`src/rtl/pdet_pkg.sv`:
```
// shared types, constants and helpers of the 2-d peak detector
package pdet_pkg;

    // defaults for the top level parameters
    localparam int PD_MAX_COLS     = 1024;
    localparam int PD_SAMPLE_WIDTH = 32;

    // row limit only bounds the clamp of the row register
    localparam int unsigned MAX_ROWS = 1024;

    // widths fixed by the register and result fields
    localparam int DIM_WIDTH       = 11;
    localparam int COUNT_WIDTH     = 21;
    localparam int CFG_INDEX_WIDTH = 2;

    localparam logic [DIM_WIDTH-1:0]   DIM_RESET = 11'd1024;
    localparam logic [COUNT_WIDTH-1:0] COUNT_MAX = {COUNT_WIDTH{1'b1}};

    // register indexes
    localparam logic [CFG_INDEX_WIDTH-1:0] REG_FRAME_ROWS = 2'd0;
    localparam logic [CFG_INDEX_WIDTH-1:0] REG_FRAME_COLS = 2'd1;

    typedef enum logic [0:0] {
        CMD_PIXEL = 1'b0,
        CMD_FLUSH = 1'b1
    } cmd_t;

    // line store controls for one accepted item
    typedef struct packed {
        logic advance;
        logic wr_en;
    } win_ctrl_t;

    // one result item
    typedef struct packed {
        logic                   is_peak;
        logic [DIM_WIDTH-1:0]   peak_row;
        logic [DIM_WIDTH-1:0]   peak_col;
        logic [COUNT_WIDTH-1:0] peak_count;
        logic                   frame_end;
    } result_t;

    // zero reads as one, anything above the limit reads as the limit
    function automatic logic [DIM_WIDTH-1:0] clamp_dim(input logic [DIM_WIDTH-1:0] v,
                                                       input int unsigned maxv);
        logic [DIM_WIDTH-1:0] res;
        res = v;
        if (v == '0)
        begin
            res = DIM_WIDTH'(1);
        end
        else if (32'(v) > maxv)
        begin
            res = DIM_WIDTH'(maxv);
        end
        return res;
    endfunction

endpackage

```
`src/rtl/pdet_ctrl.sv`:
```
// frame position, configuration, peak decision and running count
module pdet_ctrl
    import pdet_pkg::*;
#(
    parameter int MAX_COLS     = PD_MAX_COLS,
    parameter int SAMPLE_WIDTH = PD_SAMPLE_WIDTH,
    parameter int COL_AW       = $clog2(MAX_COLS)
)
(
    input  logic                           clk,
    input  logic                           rst_n,
    input  logic                           cfg_write,
    input  logic [CFG_INDEX_WIDTH-1:0]     cfg_index,
    input  logic [DIM_WIDTH-1:0]           cfg_data,
    input  logic                           accept,
    input  cmd_t                           command,
    input  logic signed [SAMPLE_WIDTH-1:0] pixel,
    input  logic signed [SAMPLE_WIDTH-1:0] cen,
    input  logic signed [SAMPLE_WIDTH-1:0] up,
    input  logic signed [SAMPLE_WIDTH-1:0] lft,
    input  logic signed [SAMPLE_WIDTH-1:0] rgt,
    output win_ctrl_t                      win_ctrl,
    output logic [COL_AW-1:0]              wr_addr,
    output logic [COL_AW-1:0]              up_addr,
    output logic [COL_AW-1:0]              mid_addr,
    output result_t                        result
);

    localparam int CW = ((COL_AW > DIM_WIDTH) ? COL_AW : DIM_WIDTH) + 1;

    logic [DIM_WIDTH-1:0]   rows_reg;
    logic [DIM_WIDTH-1:0]   rows_next;
    logic [DIM_WIDTH-1:0]   cols_reg;
    logic [DIM_WIDTH-1:0]   cols_next;
    logic [DIM_WIDTH-1:0]   in_row_reg;
    logic [DIM_WIDTH-1:0]   in_row_next;
    logic [COL_AW-1:0]      in_col_reg;
    logic [COL_AW-1:0]      in_col_next;
    logic [COUNT_WIDTH-1:0] count_reg;
    logic [COUNT_WIDTH-1:0] count_next;

    logic [CW-1:0] c_w;
    logic [CW-1:0] cols_w;
    logic [CW-1:0] a1_w;
    logic [CW-1:0] a2_w;
    logic          last_col;
    logic          is_pixel;
    logic          is_flush;
    logic          up_ok_pix;
    logic          up_ok_flush;
    logic          lft_ok;
    logic          rgt_ok;
    logic          down_ok;
    logic          peak;
    logic          frame_done;

    // column arithmetic and read-ahead addresses, wrapping at the row end
    always_comb
    begin
        c_w      = CW'(in_col_reg);
        cols_w   = CW'(cols_reg);
        last_col = (c_w + CW'(1)) == cols_w;
        a1_w     = last_col ? '0 : c_w + CW'(1);
        a2_w     = ((a1_w + CW'(1)) == cols_w) ? '0 : a1_w + CW'(1);
    end

    assign wr_addr  = in_col_reg;
    assign up_addr  = a1_w[COL_AW-1:0];
    assign mid_addr = a2_w[COL_AW-1:0];

    // neighbour tests, each passes when that neighbour is absent
    always_comb
    begin
        down_ok     = cen >= pixel;
        up_ok_pix   = !((in_row_reg > DIM_WIDTH'(1)) && (cen < up));
        up_ok_flush = !((rows_reg > DIM_WIDTH'(1)) && (cen < up));
        lft_ok      = !((in_col_reg != '0) && (cen < lft));
        rgt_ok      = !(!last_col && (cen < rgt));
    end

    assign is_pixel = (command == CMD_PIXEL) && (in_row_reg < rows_reg);
    assign is_flush = (command == CMD_FLUSH) && (in_row_reg == rows_reg);

    always_comb
    begin
        rows_next        = rows_reg;
        cols_next        = cols_reg;
        in_row_next      = in_row_reg;
        in_col_next      = in_col_reg;
        count_next       = count_reg;
        win_ctrl.advance = 1'b0;
        win_ctrl.wr_en   = 1'b0;
        peak             = 1'b0;
        frame_done       = 1'b0;
        result.peak_row  = '0;
        result.peak_col  = '0;

        if (is_pixel)
        begin
            win_ctrl.advance = accept;
            win_ctrl.wr_en   = accept;
            if (in_row_reg != '0)
            begin
                peak            = down_ok && up_ok_pix && lft_ok && rgt_ok;
                result.peak_row = in_row_reg;
                result.peak_col = DIM_WIDTH'(c_w + CW'(1));
            end
            if (last_col)
            begin
                in_col_next = '0;
                in_row_next = in_row_reg + DIM_WIDTH'(1);
            end
            else
            begin
                in_col_next = a1_w[COL_AW-1:0];
            end
        end
        else if (is_flush)
        begin
            win_ctrl.advance = accept;
            peak             = up_ok_flush && lft_ok && rgt_ok;
            frame_done       = last_col;
            result.peak_row  = rows_reg;
            result.peak_col  = DIM_WIDTH'(c_w + CW'(1));
            in_col_next      = a1_w[COL_AW-1:0];
        end

        if (peak && (count_reg != COUNT_MAX))
        begin
            count_next = count_reg + COUNT_WIDTH'(1);
        end

        result.is_peak    = peak;
        result.peak_count = count_next;
        result.frame_end  = frame_done;

        // last flush item starts a new frame
        if (frame_done)
        begin
            in_row_next = '0;
            in_col_next = '0;
            count_next  = '0;
        end

        if (!accept)
        begin
            in_row_next = in_row_reg;
            in_col_next = in_col_reg;
            count_next  = count_reg;
        end

        // any known register write restarts the frame
        if (cfg_write && ((cfg_index == REG_FRAME_ROWS) || (cfg_index == REG_FRAME_COLS)))
        begin
            if (cfg_index == REG_FRAME_ROWS)
            begin
                rows_next = clamp_dim(cfg_data, MAX_ROWS);
            end
            else
            begin
                cols_next = clamp_dim(cfg_data, MAX_COLS);
            end
            in_row_next = '0;
            in_col_next = '0;
            count_next  = '0;
        end
    end

    always_ff @(posedge clk or negedge rst_n)
    begin
        if (!rst_n)
        begin
            rows_reg   <= clamp_dim(DIM_RESET, MAX_ROWS);
            cols_reg   <= clamp_dim(DIM_RESET, MAX_COLS);
            in_row_reg <= '0;
            in_col_reg <= '0;
            count_reg  <= '0;
        end
        else
        begin
            rows_reg   <= rows_next;
            cols_reg   <= cols_next;
            in_row_reg <= in_row_next;
            in_col_reg <= in_col_next;
            count_reg  <= count_next;
        end
    end

    a_col_bound: assert property (@(posedge clk) disable iff (!rst_n)
        CW'(in_col_reg) < CW'(cols_reg))
        else $error("input column beyond frame width");

    a_row_bound: assert property (@(posedge clk) disable iff (!rst_n)
        in_row_reg <= rows_reg)
        else $error("input row beyond frame height");

    a_restart: assert property (@(posedge clk) disable iff (!rst_n)
        (accept && frame_done) |=> ((in_row_reg == '0) && (in_col_reg == '0)
                                    && (count_reg == '0)))
        else $error("frame not restarted after last flush item");

endmodule

```
`config.mk`:
```
export PLATFORM = sky130hd
export DESIGN_NAME = pdet_ctrl
export DESIGN_NICKNAME = d
export VERILOG_FILES = /design/src/rtl/pdet_pkg.sv /design/src/rtl/pdet_ctrl.sv
export SDC_FILE = /design/constraint.sdc
export NUM_CORES = 1
export LEC_CHECK = 0
export ABC_AREA = 0
export BUFFER_PORTS_ARGS = -buffer_cell sky130_fd_sc_hd__buf_2
export CAP_MARGIN = 5
export CORE_MARGIN = 2
export CORE_UTILIZATION = 40
export CTS_CLUSTER_SIZE = 12
export DETAILED_ROUTE_END_ITERATION = 7
export PLACE_DENSITY = 0.75
export SYNTH_ARGS = -nofsm -noshare
export SYNTH_HDL_FRONTEND = slang
export SYNTH_SLANG_ARGS = --single-unit
```
`constraint.sdc`:
```
create_clock -name clk -period 16.24 [get_ports clk]
set_input_delay 3.248 -clock clk [delete_from_list [all_inputs] [get_ports clk]]
set_output_delay 3.248 -clock clk [all_outputs]
set_load 0.02 [all_outputs]
```
==> results of run 1 <==
## metal layers
layer / global-route usage (%) / vias up
li1: - / 4284
met1: 28.7 / 3949
met2: 39.3 / 324
met3: 2.48 / 44
met4: 7.29 / 0
met5: 0 / -
## logic make-up after synthesis
logic type / synth area share (%)
compound gates: 18.3
fa+ha+maj: 21.5
flops: 19.3
mux: 2.13
buf+inv: 9.14
simple gates: 23.3
xor+xnor: 6.33
## per-stage QoR
step | cells | util, %
3_5_place_dp | 1571 | 47.9
6_report | 1587 | 49.5
4_1_cts | 1587 | 49.5
2_1_floorplan | 1087 | -
5_1_grt | 1587 | 49.5
3_3_place_gp | 1571 | 47.9
## path summary, 6_finish.rpt
| check | endpoint | slack, ns |
|---|---|---|
| worst max-delay path | result[16] | 6.00 |
| worst min-delay path | rows_reg[4] | 0.51 |
| worst max register to register | count_reg[14] | 11.63 |
| worst min register to register | rows_reg[4] | 0.51 |
| max in group asynchronous | count_reg[9] | 12.57 |
| min in group asynchronous | wr_addr[9] | 3.11 |
## where the power goes
| group | internal [W] | total (W) | switching (W) |
|---|---|---|---|
| Clock | 0.000135 | 0.000210 | 0.0000744 |
| Combinational | 0.000117 | 0.000289 | 0.000172 |
| Sequential | 0.000171 | 0.000193 | 0.0000221 |
| Total | 0.000422 | 0.000691 | 0.000269 |
## worst max-delay path: stages
cell	delay, ns
sky130_fd_sc_hd__buf_2	0.14
sky130_fd_sc_hd__ha_1	0.32
sky130_fd_sc_hd__nand4_1	0.15
sky130_fd_sc_hd__nor4_1	0.37
sky130_fd_sc_hd__o221ai_1	0.23
sky130_fd_sc_hd__a31oi_1	0.31
sky130_fd_sc_hd__o22ai_1	0.24
sky130_fd_sc_hd__o41ai_1	0.19
sky130_fd_sc_hd__a32o_1	0.26
sky130_fd_sc_hd__and3_1	0.87
sky130_fd_sc_hd__and3_1	0.33
sky130_fd_sc_hd__xor2_1	0.14
sky130_fd_sc_hd__buf_2	0.17
## layout make-up
cell class	instances	area share [%]
timing repair buffer	258	12.9
clock buffer	10	2.27
clock inverter	6	0.930
tap	270	3.35
multi-input combinational	832	59.2
sequential	64	15.9
inverter	147	5.47
## layout by cell type (no fill, tap or decap), drive strengths merged, types with 6 or more instances in the layout
cell type	n
dfrtp	62
nand3	33
xnor2	31
nand4	35
a21oi	61
nand2b	18
xor2	24
nor3	17
nor2b	13
inv	147
o211ai	16
nand2	115
buf	258
nor4	16
clkbuf	10
a22o	12
a31oi	6
mux2	6
mux2i	11
ha	143
a31o	6
a211oi	7
or4	6
and3	24
or2	6
o21ai	53
nor2	80
a21o	21
==> results.cfg, run 1 <==
[route]
drtAntennaViolNets = 0
route.met2.wl_um = 12600
vias_per_cell = 5.42
drtIter0Drc = 423
vias = 8601
post-route-drc-count = 0
detail_route.wirelength_um = 25800
dr.max_layer_used = met4
detail_route.wirelength.met1_um = 11000
wire_per_inst_um = 16.2
met3_wirelength_um = 1570
firstDrtPassIters = 5

[worst_hold_path]
hold-path-cell-count = 2
holdCritPathClass = reg -> reg
hold_path_startpoint = rows_reg[4]

[setup_path]
timing.critical_path.fanout_max = 33
startpoint = cen[15]
timing.critical_path.from_type = primary input
critPathCaptureType = primary output
type_of_the_worst_setup_path = in -> out
worst_r2r_startpoint = wr_addr[0]
critical_path_required_ns = 12.99
cp.arrival_ns = 6.99
ff2ff_path_depth = 11

[timing]
skew_ns = 0.0127
report.final.slew_viol_count = 0
setup_violations = 0
finalWorstSetupSlack_ns = 6.00
fin_crit_sh_pct = 63.1
hold_violations = 0
unrepaired_setup_endpoints_after_global_routing = no
fin_worst_hold_slack_ns = 0.512
fin_tns_setup_ns = 0
fmaxAchievable_mhz = 97.6
worst-slew-pin-transition_ns = 1.06
max-slew-margin-rel_pct = 29.1
time_the_final_worst_path_needs_with_i_o_delays_and_setup_ns = 10.24

[cts]
number_of_gates_resized_after_cts = 0
numCtsBuffers = 9
cts.root.buffer_cell = sky130_fd_sc_hd__clkbuf_16
clock_tree_from_tritoncts = yes
post_cts.repair.setup_buffers = 0
clk-insertion-delay-late_ns = 0.34
cts_hold_buffers = 0
htree_num_levels = 3
cts.clk_slew.worst_paths_ns = 0.05
clock_sinks = 64
ctsLongestPathBuffers = 2

[yosys]
postSynth.asyncResetShare_pct = 100
yosys_register_bits = 64
cell_type_with_the_largest_total_area_after_synthesis = sky130_fd_sc_hd__ha_1
top_ff_cell_synth = sky130_fd_sc_hd__dfrtp_1
postSynthCellCount = 1087
synth_most_common_cell = sky130_fd_sc_hd__inv_1
synth_area_um2 = 8330
mean_post_synth_cell_area_um2 = 7.66
yosysTopAreaCellShare_pct = 21.5
synth.top_cells.by_count = 147 x sky130_fd_sc_hd__inv_1, 143 x sky130_fd_sc_hd__ha_1, 114 x sky130_fd_sc_hd__nand2_1
yosysSeqAreaShare_pct = 19.3
synth_edf_count = 0
synthesized_net_count = 1408
yosysWarnings = 0
yosysUniqueCellTypes = 68
ys_top_cells_by_area = sky130_fd_sc_hd__ha_1 21%, sky130_fd_sc_hd__dfrtp_1 19%, sky130_fd_sc_hd__inv_1 6.6%, sky130_fd_sc_hd__nand2_1 5.1%, sky130_fd_sc_hd__a21oi_1 3.7%

[finish]
antenna_cells_inserted = 0
multi_input_area_um2 = 5970
final.fill_count = 1974
drive_above_1_share_pct = 23.1
finish.instance_area_um2 = 10100
synthToLayoutAreaGrowth_pct = 21.1
largest_reg_flops = 21
register_area_um2 = 1600
num-nets-final = 1633

[pwr]
vdd_ir_drop_max_mv = 0.0603
p_per_area_nw_per_um2 = 68.5
static_leakage_nw = 5.60
total_power_w = 0.000691

[placement]
port_buffers = 254
place_congestion = 0.916
placed_area_um2 = 9760
post-place-ws_ns = 5.94
post-dp-hpwl_um = 20900

[die]
design.die.area_um2 = 22000
die_h_um = 148
die_x_um = 148
std_cell_rows = 52
initial_utilization_pct = 40.9
floorplan.io_pins = 255
floorplan.core_area_um2 = 20400

[global_route]
initial_antenna_violation_count = 1
grt_usage_pct = 22.4
grt_max_degree = 65
global_route.overflow_total = 0
grt_first_pass_wirelength_um = 39900
number_of_global_route_vias_before_repair = 8060

[run_status]
outcome = finished, final reports clean

[flow_run]
max_cap_viol_count = 0
Power figures use the tool's default switching activity.
==> run 2: changes to the inputs <==
Settings changed: ABC_AREA 0 to 1, PLACE_DENSITY 0.75 to 0.77.
Clock period 16.24 ns to 9.3 ns, I/O delays scaled along.
==> results.cfg, run 2 <==
[run_status]
outcome = finished, final reports clean

[timing]
finalWorstSetupSlack_ns = 1.83
fin_tns_setup_ns = 0
hold_violations = 0
skew_ns = 0.00667
unrepaired_setup_endpoints_after_global_routing = no
time_the_final_worst_path_needs_with_i_o_delays_and_setup_ns = 7.47
max-slew-margin-rel_pct = 33.2
report.final.slew_viol_count = 0
setup_violations = 0
fin_crit_sh_pct = 80.3
fmaxAchievable_mhz = 134
worst-slew-pin-transition_ns = 0.999

[global_route]
initial_antenna_violation_count = 4
gr-usage-met3_pct = 4.91
grt_usage_pct = 23.9
grt_max_degree = 65
grt_use_met1_pct = 29.6
grtUsageMet2_pct = 40.4
grt_first_pass_wirelength_um = 43300
number_of_global_route_vias_before_repair = 9235
global_route.overflow_total = 0
grt-busiest-layer = met2

[worst_hold_path]
holdCritPathClass = reg -> reg

[die]
design.die.area_um2 = 22800
die_x_um = 151
floorplan.core_area_um2 = 21100
initial_utilization_pct = 40.9
die_h_um = 151
std_cell_rows = 53
floorplan.io_pins = 255

[route]
post-route-drc-count = 0
drtIter0Drc = 570
vias_per_cell = 5.17
wire_per_inst_um = 14.8
detail_route.wirelength_um = 27400
drtAntennaViolNets = 0
firstDrtPassIters = 8
vias = 9593

[cts]
cts.root.buffer_cell = sky130_fd_sc_hd__clkbuf_16
post_cts.repair.setup_buffers = 0
clock_tree_from_tritoncts = yes
number_of_gates_resized_after_cts = 0
numCtsBuffers = 9
clk-insertion-delay-late_ns = 0.34
cts_hold_buffers = 0
htree_num_levels = 3
clock_sinks = 64
cts.clk_slew.worst_paths_ns = 0.05
ctsLongestPathBuffers = 2

[yosys]
synth_most_common_cell = sky130_fd_sc_hd__nand2_1
yosysWarnings = 0
synthesized_net_count = 1646
postSynthCellCount = 1325
postSynth.asyncResetShare_pct = 100
synth_area_um2 = 8630
yosysUniqueCellTypes = 47
synth.top_cells.by_count = 310 x sky130_fd_sc_hd__nand2_1, 256 x sky130_fd_sc_hd__inv_1, 143 x sky130_fd_sc_hd__ha_1
yosysTopAreaCellShare_pct = 20.7
top_ff_cell_synth = sky130_fd_sc_hd__dfrtp_1
cell_type_with_the_largest_total_area_after_synthesis = sky130_fd_sc_hd__ha_1
ys_top_cells_by_area = sky130_fd_sc_hd__ha_1 21%, sky130_fd_sc_hd__dfrtp_1 18%, sky130_fd_sc_hd__nand2_1 13%, sky130_fd_sc_hd__inv_1 11%, sky130_fd_sc_hd__nand3_1 4.7%
yosys_register_bits = 64
mean_post_synth_cell_area_um2 = 6.51
synth_edf_count = 0
yosysSeqAreaShare_pct = 18.6

[placement]
post-dp-hpwl_um = 23200
place_congestion = 0.926
port_buffers = 254
post-place-ws_ns = 1.77

[setup_path]
timing.critical_path.fanout_max = 21
type_of_the_worst_setup_path = in -> out
critPathCaptureType = primary output
cp.arrival_ns = 5.61
timing.critical_path.from_type = primary input
critical_path_required_ns = 7.44

[pwr]
p_per_area_nw_per_um2 = 111
total_power_w = 0.00116
vdd_ir_drop_max_mv = 0.102
static_leakage_nw = 6.16

[flow_run]
max_cap_viol_count = 0

[finish]
largest_reg_flops = 21
fin_util_pct = 49.5
drive_above_1_share_pct = 21.8
synthToLayoutAreaGrowth_pct = 21.0
final_cell_mix = 310 x sky130_fd_sc_hd__nand2_1, 256 x sky130_fd_sc_hd__inv_1, 254 x sky130_fd_sc_hd__buf_2, 143 x sky130_fd_sc_hd__ha_1, 87 x sky130_fd_sc_hd__nor2_1
final.fill_count = 2099
num-nets-final = 1891
layout.cells.most_common = sky130_fd_sc_hd__nand2_1
-- run 2: changes by cell type after synthesis, moves of 22 or more --
cell / delta
sky130_fd_sc_hd__and3_1: -22
sky130_fd_sc_hd__inv_1: +109
sky130_fd_sc_hd__xnor2_1: -28
sky130_fd_sc_hd__nand3_1: +49
sky130_fd_sc_hd__nand4_1: +24
sky130_fd_sc_hd__nand2_1: +196
-- run 2: where the power goes --
| group | internal [W] | total, W | switching (W) |
|---|---|---|---|
| Combinational | 0.000181 | 0.000510 | 0.000329 |
| Clock | 0.000185 | 0.000315 | 0.000130 |
| Sequential | 0.000304 | 0.000331 | 0.0000275 |
-- run 2: metal layers --
metal | wire (um) | share of wire, %
met2 | 12700 | 46
met4 | 1020 | 3.7
met1 | 11600 | 42
met3 | 2190 | 8.0
met5 | 0 | 0
-- run 2: worst paths after layout --
kind	start	to	slack, ns	cells after the start
max	pixel[31]	result[2]	1.83	17
min	count_reg[1]	count_reg[1]	0.52	2
max reg2reg	wr_addr[0]	count_reg[12]	5.04	20
min reg2reg	count_reg[1]	count_reg[1]	0.52	2
max in group asynchronous	rst_n	rows_reg[3]	7.05	2
min in group asynchronous	rst_n	count_reg[2]	1.71	2
-- run 2: cell type report --
class	count	area, um^2	area share [%]
Sequential cell	64	1600	15.4
Clock inverter	6	35.0	0.336
Tap cell	275	344	3.30
Clock buffer	10	239	2.29
Multi-Input combinational cell	971	5900	56.5
Inverter	264	991	9.49
Timing Repair Buffer	260	1320	12.6
Antenna cell	4	10.0	0.0959
-- run 2: worst max-delay path: stages --
cell	delay (ns)
sky130_fd_sc_hd__buf_2	0.11
sky130_fd_sc_hd__inv_1	0.05
sky130_fd_sc_hd__ha_1	0.38
sky130_fd_sc_hd__nand2_1	0.10
sky130_fd_sc_hd__nor2_1	0.15
sky130_fd_sc_hd__nand2_1	0.11
sky130_fd_sc_hd__nor4_1	0.44
sky130_fd_sc_hd__nand2_1	0.17
sky130_fd_sc_hd__nand2_1	0.10
sky130_fd_sc_hd__nand2_1	0.05
sky130_fd_sc_hd__a31oi_1	0.13
sky130_fd_sc_hd__nand2_1	0.14
sky130_fd_sc_hd__nand2_1	0.51
sky130_fd_sc_hd__nand3_1	0.74
sky130_fd_sc_hd__nand2_1	0.27
sky130_fd_sc_hd__and2_1	0.15
sky130_fd_sc_hd__buf_2	0.15
-- run 2: per-stage QoR --
stage	cell area, um^2	std cells	hold WS [ns]
2_1_floorplan	8630	1325	0.472
3_3_place_gp	10200	1834	0.500
3_5_place_dp	10200	1834	0.498
4_1_cts	10400	1850	0.512
5_1_grt	10400	1853	0.551
6_report	10400	1854	0.519
-- run 2: cell families after synthesis --
family	count (synthesis)	synth area share, %
AOI/OAI and AO/OA	171	10.8
xor gates and xnor gates	21	2.13
adders and majority gates	143	20.7
buffers and inverters	290	13.0
DFF	64	18.6
and+or+nand+nor	636	34.7
==> run 3: changes to the inputs <==
Settings changed: PLACE_DENSITY 0.77 to 0.74.
Clock period 9.3 ns to 7.25 ns, I/O delays scaled along.
==> results.cfg, run 3 (synthesis gave the netlist of run 2 again) <==
[setup_path]
timing.critical_path.fanout_max = 21
critPathCaptureType = primary output
r2r_setup_slack_ns = 2.96
critPathCapture = result[2]
worst_r2r_startpoint = wr_addr[0]
total_buffers_and_inverters_traversed_by_the_critical_path = 3
crit_path_frequent_cell = sky130_fd_sc_hd__nand2_1
critical_path.reg2reg.endpoint = count_reg[16]
critical_path_required_ns = 5.80
ff2ff_path_depth = 20
cp_slowest_stage_delay_ns = 0.72
startpoint = cen[31]
timing.critical_path.from_type = primary input
cp.arrival_ns = 4.90
cpLargestDelayFamily = simple AND/OR/NAND/NOR gates
crit_chain = buf_2 > ha_1 > nand2_1 > nor4_1 > and3_1 > nand2_1 > nand2_1 > nand2_1 > nand3_1 > nand2_1 > inv_1 > nand3_1 > nand2_1 > and2_1 > buf_2
crit_path_top_delay_cell = sky130_fd_sc_hd__nand3_1
worstSetupPathDepth = 15
type_of_the_worst_setup_path = in -> out

[cts]
htree_num_levels = 3
clock_tree_from_tritoncts = yes
numCtsBuffers = 9
ctsLongestPathBuffers = 2
clock_sinks = 64
clk-insertion-delay-late_ns = 0.33
cts_hold_buffers = 0
cts.root.buffer_cell = sky130_fd_sc_hd__clkbuf_16
number_of_gates_resized_after_cts = 0
cts.clk_slew.worst_paths_ns = 0.05
post_cts.repair.setup_buffers = 0

[global_route]
grtUsageMet2_pct = 41.1
grt-busiest-layer = met2
grt_usage_pct = 23.8
gr-usage-met3_pct = 4.43
grt_use_met1_pct = 30.2
grt_first_pass_wirelength_um = 43600
global_route.overflow_total = 0
grt_max_degree = 65
initial_antenna_violation_count = 3
number_of_global_route_vias_before_repair = 9116

[timing]
skew_ns = 0.00615
fmaxAchievable_mhz = 158
unrepaired_setup_endpoints_after_global_routing = no
worst-slew-pin-transition_ns = 0.934
report.final.slew_viol_count = 0
setup_violations = 0
max-slew-margin-rel_pct = 37.5
time_the_final_worst_path_needs_with_i_o_delays_and_setup_ns = 6.35
hold_violations = 0
fin_tns_setup_ns = 0
fin_crit_sh_pct = 87.5

[finish]
final.fill_count = 2177
layout.cells.most_common = sky130_fd_sc_hd__nand2_1
drive_above_1_share_pct = 21.7
num-nets-final = 1891
final_cell_mix = 310 x sky130_fd_sc_hd__nand2_1, 256 x sky130_fd_sc_hd__inv_1, 254 x sky130_fd_sc_hd__buf_2, 143 x sky130_fd_sc_hd__ha_1, 87 x sky130_fd_sc_hd__nor2_1
register_area_um2 = 1600
largest_reg_flops = 21
multi_input_area_um2 = 5900
synthToLayoutAreaGrowth_pct = 21.3
fin_cells = 1853

[route]
firstDrtPassIters = 6
detail_route.wirelength_um = 27400
vias = 9594
wire_per_inst_um = 14.8
drtIter0Drc = 551
drtAntennaViolNets = 0
vias_per_cell = 5.18
post-route-drc-count = 0

[pwr]
static_leakage_nw = 6.17
vdd_ir_drop_max_mv = 0.113
p_per_area_nw_per_um2 = 146

[die]
floorplan.core_area_um2 = 21100
std_cell_rows = 53
design.die.area_um2 = 22800
initial_utilization_pct = 40.9
die_h_um = 151
die_x_um = 151
floorplan.io_pins = 255

[placement]
port_buffers = 254
post-dp-hpwl_um = 23000
placedCellCount = 1834
place_congestion = 0.943

[run_status]
outcome = finished, final reports clean

[worst_hold_path]
hold-path-cell-count = 2
holdCritPathClass = reg -> reg

[flow_run]
max_cap_viol_count = 0
## run 3: changes by cell type in the layout (fill, tap and decap cells not counted)
cell,before,now
sky130_fd_sc_hd__clkbuf_8,1,0
sky130_fd_sc_hd__clkinv_2,4,2
sky130_fd_sc_hd__bufinv_16,0,2
sky130_fd_sc_hd__clkbuf_1,0,2
sky130_fd_sc_hd__clkinvlp_4,2,0
## run 3: power by group
group          switching [W]  internal (W)
Clock               0.000154      0.000298
Combinational       0.000422      0.000234
Sequential         0.0000356      0.000390
## run 3: area by class of cell
class / count / share of cell area, %
diodes: 4 / 0.0956
clock buffers: 11 / 2.22
repair buffers: 260 / 12.6
multi-input cells: 971 / 56.4
inverters: 264 / 9.47
clock inverters: 4 / 0.669
flip-flops and latches: 64 / 15.3
well taps: 275 / 3.29
## run 3: through the flow
| stage | setup slack (ns) | cell area (um^2) | total power [W] | hold WS [ns] | utilization (%) |
|---|---|---|---|---|---|
| 5_1_grt | 0.496 | 10500 | 0.00165 | 0.556 | 49.6 |
| 3_3_place_gp | 1.03 | 10200 | 0.00106 | 0.505 | 48.2 |
| 4_1_cts | 0.934 | 10500 | 0.00154 | 0.535 | 49.6 |
| 6_report | 0.903 | 10500 | 0.00153 | 0.535 | 49.6 |
| 3_5_place_dp | 0.969 | 10200 | 0.00108 | 0.526 | 48.2 |
| 2_1_floorplan | 2.41 | 8630 | 0.000857 | 0.472 | - |
## run 3: layer usage
layer	wire length (um)	part of all wire (%)
met1	12000	44
met2	12700	46
met3	1930	7.0
met4	817	3.0
met5	0	0
## run 3: worst min path at each step
stage	from	endpoint	slack [ns]
after CTS	in_row_reg[8]	in_row_reg[8]	0.53
after global routing	in_row_reg[2]	in_row_reg[2]	0.56
final	count_reg[1]	count_reg[1]	0.53
after floorplan	in_row_reg[2]	in_row_reg[2]	0.47
after global placement	count_reg[1]	count_reg[1]	0.50
after detailed placement	count_reg[1]	count_reg[1]	0.53
## run 3: tightest hold or removal path, cell delays in order (launching register included)
cell                      delay [ns]
sky130_fd_sc_hd__dfrtp_1        0.38
sky130_fd_sc_hd__nand2_1        0.07
sky130_fd_sc_hd__nand2_1        0.06
